### src/design/pidc_pkg.sv
// pidc_pkg: widths, constants and shared types of the positional pid block
// no dependencies; imported by the channel interfaces, pidc_div10 and the top level
package pidc_pkg;

   // field and register widths
   localparam int SAMPLE_W   = 16;
   localparam int GAIN_W     = 16;
   localparam int LIMIT_W    = 24;
   localparam int DRIVE_W    = 32;
   localparam int CSR_IDX_W  = 4;
   localparam int CSR_DATA_W = 24;

   // internal widths
   localparam int ERR_W   = SAMPLE_W + 1;  // setpoint - measured
   localparam int DIFF_W  = ERR_W + 1;     // err - prior err
   localparam int SUM_W   = LIMIT_W + 1;   // clamped integral
   localparam int ACC_W   = SUM_W + 1;     // integral + err before clamp
   localparam int PROD_W  = GAIN_W + SUM_W; // widest gain product
   localparam int MAG_W   = PROD_W - 1;    // magnitude of a product
   localparam int QUO_W   = 37;            // magnitude / 10
   localparam int TERM_W  = QUO_W + 1;     // signed term
   localparam int TOTAL_W = TERM_W + 2;    // sum of three terms

   // divide by ten: q = (m * RECIP_10) >> RECIP_SHIFT, exact for m < 2**42
   localparam int                RECIP_SHIFT = 44;
   localparam logic [40:0]       RECIP_10    = 41'h1999999999A;
   localparam int                HALF_W      = 20;

   localparam logic signed [TOTAL_W-1:0] DRIVE_MAX = 40'sh00_7FFF_FFFF;
   localparam logic signed [TOTAL_W-1:0] DRIVE_MIN = 40'shFF_8000_0000;

   typedef enum logic [CSR_IDX_W-1:0] {
      CSR_P_GAIN         = 0,
      CSR_I_GAIN         = 1,
      CSR_D_GAIN         = 2,
      CSR_INTEGRAL_LIMIT = 3
   } csr_index_type;

   // stage enables of one divide-by-ten unit
   typedef struct packed {
      logic abs_en;
      logic part_en;
      logic quo_en;
      logic sign_en;
   } div10_ctl_type;

endpackage

### src/design/pidc_div10.sv
// pidc_div10: four-stage signed divide by ten, truncating toward zero
// depends on pidc_pkg; stage enables come from the pipeline control of the top level
module pidc_div10 (
   input  logic                                clock,
   input  pidc_pkg::div10_ctl_type             ctl,
   input  logic signed [pidc_pkg::PROD_W-1:0]  dividend,
   output logic signed [pidc_pkg::TERM_W-1:0]  quotient
);
   import pidc_pkg::*;

   localparam int RECIP_W = $bits(RECIP_10);
   localparam int HI_W    = RECIP_W - HALF_W;
   localparam logic [HALF_W-1:0] RECIP_LO = RECIP_10[HALF_W-1:0];
   localparam logic [HI_W-1:0]   RECIP_HI = RECIP_10[RECIP_W-1:HALF_W];
   localparam int LL_W   = 2 * HALF_W;
   localparam int LH_W   = HALF_W + HI_W;
   localparam int MID_W  = LH_W + 1;
   localparam int FULL_W = 2 * HALF_W + LH_W + 1;

   logic              neg_abs_ff, neg_abs_in;
   logic [MAG_W-1:0]  mag_ff, mag_in;
   logic              neg_part_ff, neg_part_in;
   logic [LL_W-1:0]   ll_ff, ll_in;
   logic [LH_W-1:0]   lh_ff, lh_in;
   logic [LL_W-1:0]   hl_ff, hl_in;
   logic [LH_W-1:0]   hh_ff, hh_in;
   logic              neg_quo_ff, neg_quo_in;
   logic [QUO_W-1:0]  quo_ff, quo_in;
   logic signed [TERM_W-1:0] quotient_ff, quotient_in;
   logic [MID_W-1:0]  mid;
   logic [FULL_W-1:0] full;
   logic [TERM_W-1:0] quo_ext;

   always_comb begin
      // stage 1: sign and magnitude
      neg_abs_in = ctl.abs_en ? dividend[PROD_W-1] : neg_abs_ff;
      if (ctl.abs_en) begin
         mag_in = dividend[PROD_W-1] ? MAG_W'(-dividend) : MAG_W'(dividend);
      end else begin
         mag_in = mag_ff;
      end

      // stage 2: partial products against the reciprocal
      neg_part_in = ctl.part_en ? neg_abs_ff : neg_part_ff;
      ll_in = ctl.part_en ? LL_W'(mag_ff[HALF_W-1:0]) * LL_W'(RECIP_LO) : ll_ff;
      lh_in = ctl.part_en ? LH_W'(mag_ff[HALF_W-1:0]) * LH_W'(RECIP_HI) : lh_ff;
      hl_in = ctl.part_en ? LL_W'(mag_ff[MAG_W-1:HALF_W]) * LL_W'(RECIP_LO) : hl_ff;
      hh_in = ctl.part_en ? LH_W'(mag_ff[MAG_W-1:HALF_W]) * LH_W'(RECIP_HI) : hh_ff;

      // stage 3: recombine and shift down
      mid  = MID_W'(lh_ff) + MID_W'(hl_ff);
      full = (FULL_W'(hh_ff) << (2 * HALF_W)) + (FULL_W'(mid) << HALF_W) + FULL_W'(ll_ff);
      neg_quo_in = ctl.quo_en ? neg_part_ff : neg_quo_ff;
      quo_in     = ctl.quo_en ? full[RECIP_SHIFT +: QUO_W] : quo_ff;

      // stage 4: restore sign
      quo_ext = {1'b0, quo_ff};
      if (ctl.sign_en) begin
         quotient_in = neg_quo_ff ? -$signed(quo_ext) : $signed(quo_ext);
      end else begin
         quotient_in = quotient_ff;
      end
   end

   always_ff @(posedge clock) begin
      neg_abs_ff  <= neg_abs_in;
      mag_ff      <= mag_in;
      neg_part_ff <= neg_part_in;
      ll_ff       <= ll_in;
      lh_ff       <= lh_in;
      hl_ff       <= hl_in;
      hh_ff       <= hh_in;
      neg_quo_ff  <= neg_quo_in;
      quo_ff      <= quo_in;
      quotient_ff <= quotient_in;
   end

   assign quotient = quotient_ff;

endmodule

### config.mk
export PLATFORM = sky130hd
export DESIGN_NAME = pidc_div10
export DESIGN_NICKNAME = d
export VERILOG_FILES = /design/src/design/pidc_pkg.sv /design/src/design/pidc_div10.sv
export SDC_FILE = /design/constraint.sdc
export NUM_CORES = 2
export LEC_CHECK = 0
export BUFFER_PORTS_ARGS = -buffer_cell sky130_fd_sc_hd__buf_2
export CAP_MARGIN = 20
export CORE_AREA = 3 3 355 357
export DETAILED_ROUTE_END_ITERATION = 12
export DIE_AREA = 0 0 358 360
export SLEW_MARGIN = 20
export SYNTH_ARGS = -nofsm -noshare
export SYNTH_HDL_FRONTEND = slang
export SYNTH_SLANG_ARGS = --single-unit
### constraint.sdc
create_clock -name clock -period 9.4 [get_ports clock]
set_input_delay 2.82 -clock clock [delete_from_list [all_inputs] [get_ports clock]]
set_output_delay 2.82 -clock clock [all_outputs]
set_load 0.01 [all_outputs]
==> metrics.md <==
| Metric | Value |
|---|---|
| Routability Congestion | 0.928 |
| Cts bufs inserted | 31 |
| Number of synthesized register bits | 257 |
| Syn_nets | 4712 |
| CTS tree | built |
| Setup TNS | 0 ns |
| Clk slew on worst S/H paths | 0.07 ns |
| Cell family with most CP delay | adder cells |
| Full die area | 129000 µm² |
| Synthesized netlist cell count | 3576 |
| Post_cts resized | 0 |
| Pin count of the biggest net entering global routing | 57 |
| Cts hold-fix bufs | 0 |
| Die Span Y | 360 µm |
| Worst Path Arrival | 7.88 ns |
| Fmax | 0.133 GHz |
| Synthesized area | 36800 µm² |
| Vias in the first global route | 26200 |
| Global route overflow | 0 |
| Skew final | 0.0205 ns |
| Worst hold slack | 0.421 ns |
| Nature of the critical path endpoint | flop |
| Sequence of cells on the critical path | ha_1 > xnor2_1 > ha_1 > a21o_1 > fa_1 > inv_1 > fa_1 > fa_1 > inv_1 > fa_1 > inv_1 > fa_1 > inv_1 > ha_1 > a211o_1 > o311ai_0 > a211oi_1 > o221ai_1 > o21ai_0 > a221oi_1 > o311ai_0 > a21oi_1 > xnor2_1 |
| H-tree Lvls | 1 |
| Nets | 4799 |
| Core area | 123000 µm² |
| Post-synth EDFFs | 257 |
| Critical Path RT | 9.76 ns |
| Worst-Margin Slew | 0.893 ns |
| Final Critical Period | 7.53 ns |
| Worst path slowest cell | o311ai_0 |
| Post-synthesis area per instance | 10.3 µm² |
| # clock sinks | 257 |
| Top FF cell, synth | edfxtp_1 |
| Row cnt | 129 |
| Tightest Hold Check Type | flop to flop |
| DRT Pass-1 Iters | 5 |
| Final Hold Viols | 0 |
| # IOs | 84 |
| WL final | 95.7 mm |
| Via Count | 24900 |
| RSZ-0062 raised after global routing | false |
| Placed wire-length estimate | 83.4 mm |
| Initial core utilization | 0.298 |
| Slew Viols, Final | 0 |
| CTS Buffer Depth | 3 |
| Clock latency on the worst-skew pair | 0.62 ns |
| CP peak stage delay | 0.59 ns |
| Synth warnings | 0 |
| Initial antenna violation count | 11 |
| Seq/Total Area, Yosys | 0.210 |
| Share of cells above drive strength 1 | 0.0426 |
| Run status | finished, final reports clean |
| Startpoint types | flop |
| First-pass GRT wire length | 151 mm |
| Crit path kind | flop to flop |
| Post-CTS Setup Bufs | 0 |
| Cell mode on critical path | fa_1 |
| DRC viols | 0 |
| Worst-path fanout max | 6 |
| Bufs and invs on worst path | 4 |
| Tot GR Track Use | 0.150 |
| Syn-to-layout area delta | 9.21% |
| Drt via density | 4.68 |
| WL per Instance | 17.9 µm |
| Final setup viols | 0 |
| Max-Cap Viols | 0 |
| DRT iter0 DRCs | 1402 |
| Detail Route Antenna Nets | 0 |
| Unique cell type count in the Yosys netlist | 66 |
| Crit share post-route | 0.801 |
| Synth async-reset ratio | 0 |
| Port Buf Inserts | 83 |
| Rel. slew slack | 0.405 |
| Clock tree root driver cell | clkbuf_16 |
| Die W | 358 µm |
==> metrics by stage <==
stage	worst slack (ns)	cell area (µm²)	instances	utilization
6_report	1.87	40200	5333	0.326
5_1_grt	1.43	40200	5327	0.326
4_1_cts	1.87	40100	5324	0.325
3_5_place_dp	1.87	39200	5266	0.318
3_3_place_gp	1.98	39200	5266	0.318
2_1_floorplan	2.83	36800	3576	-
==> metal layers <==
layer,global-route usage,vias to the layer above,part of all wire
met4,0.0339,4,0.023
met3,0.0183,101,0.043
met2,0.245,457,0.46
li1,-,12200,-
met5,0,-,0.00022
met1,0.212,12200,0.47
==> flip-flops by register name, indices dropped and copies added (netlist names) <==
name / count
neg_abs_ff: 1
ll_ff: 20
neg_quo_ff: 1
mag_ff: 40
hl_ff: 37
neg_part_ff: 1
hh_ff: 41
quotient: 38
lh_ff: 41
quo_ff: 37
==> logic make-up after synthesis <==
family          after synthesis  synth area share
flops                       257             0.210
buf+inv                     833            0.0850
simple gates                507            0.0703
compound gates              609             0.108
xor+xnor                    280            0.0667
fa+ha+maj                  1090             0.461
==> final cells by class <==
type / instances / area, µm²
Multi-Input combinational cell: 2486 / 25900
Inverter: 799 / 3000
Tap cell: 1637 / 2050
Sequential cell: 257 / 7720
Antenna cell: 8 / 20.0
Clock buffer: 32 / 779
Clock inverter: 26 / 189
Timing Repair Buffer: 88 / 479
Fill cell: 12700 / 83100
==> Yosys cell counts, types with 12 or more instances <==
cell type / number / area [µm²]
clkbuf_1: 34 / 128
and3_1: 21 / 131
a21oi_1: 182 / 911
or3_1: 12 / 75.1
o41ai_1: 13 / 114
nor3_1: 21 / 105
o31ai_1: 26 / 195
nand4_1: 29 / 181
a211oi_1: 13 / 97.6
xnor2_1: 204 / 1790
o21a_1: 28 / 210
ha_1: 649 / 8120
nand3_1: 45 / 225
xor2_1: 76 / 666
a21o_1: 122 / 916
nor2_1: 111 / 417
and2_1: 12 / 75.1
or4_1: 16 / 120
a31oi_1: 12 / 75.1
inv_1: 799 / 3000
o21ai_0: 106 / 531
nand2b_1: 28 / 175
edfxtp_1: 257 / 7720
nor2b_1: 23 / 144
o21bai_1: 19 / 143
nand2_1: 137 / 514
fa_1: 441 / 8830
==> worst reg2reg max path, stage by stage, from the launching register on <==
cell      delay [ns]
edfxtp_1        0.50
ha_1            0.36
xnor2_1         0.17
ha_1            0.18
a21o_1          0.18
fa_1            0.53
inv_1           0.07
fa_1            0.46
fa_1            0.49
inv_1           0.06
fa_1            0.53
inv_1           0.05
fa_1            0.50
inv_1           0.05
ha_1            0.23
a211o_1         0.31
o311ai_0        0.59
a211oi_1        0.24
o221ai_1        0.36
o21ai_0         0.23
a221oi_1        0.57
o311ai_0        0.27
a21oi_1         0.26
xnor2_1         0.10
==> placed cells by master, fill, tap and decap left out, types with 21 or more instances in the layout <==
cell	instances
nor2b_1	23
inv_1	799
nand2b_1	28
nand3_1	45
o21a_1	28
nand4_1	29
xor2_1	76
a21o_1	122
nor3_1	21
nor2_1	111
clkbuf_16	31
a21oi_1	182
edfxtp_1	257
nand2_1	137
and3_1	21
o21ai_0	106
xnor2_1	204
buf_2	82
ha_1	649
o31ai_1	26
fa_1	441
==> final timing paths <==
check | startpoint | end | slack (ns) | depth (start not counted)
max | mag_ff[6] | lh_ff[40] | 1.87 | 23
min | neg_part_ff | neg_quo_ff | 0.42 | 0
max reg2reg | mag_ff[6] | lh_ff[40] | 1.87 | 23
min reg2reg | neg_part_ff | neg_quo_ff | 0.42 | 0
Power is left out: the tool's default activity adds up to more than one toggle a clock period on the data nets, which glitch-free logic cannot reach.
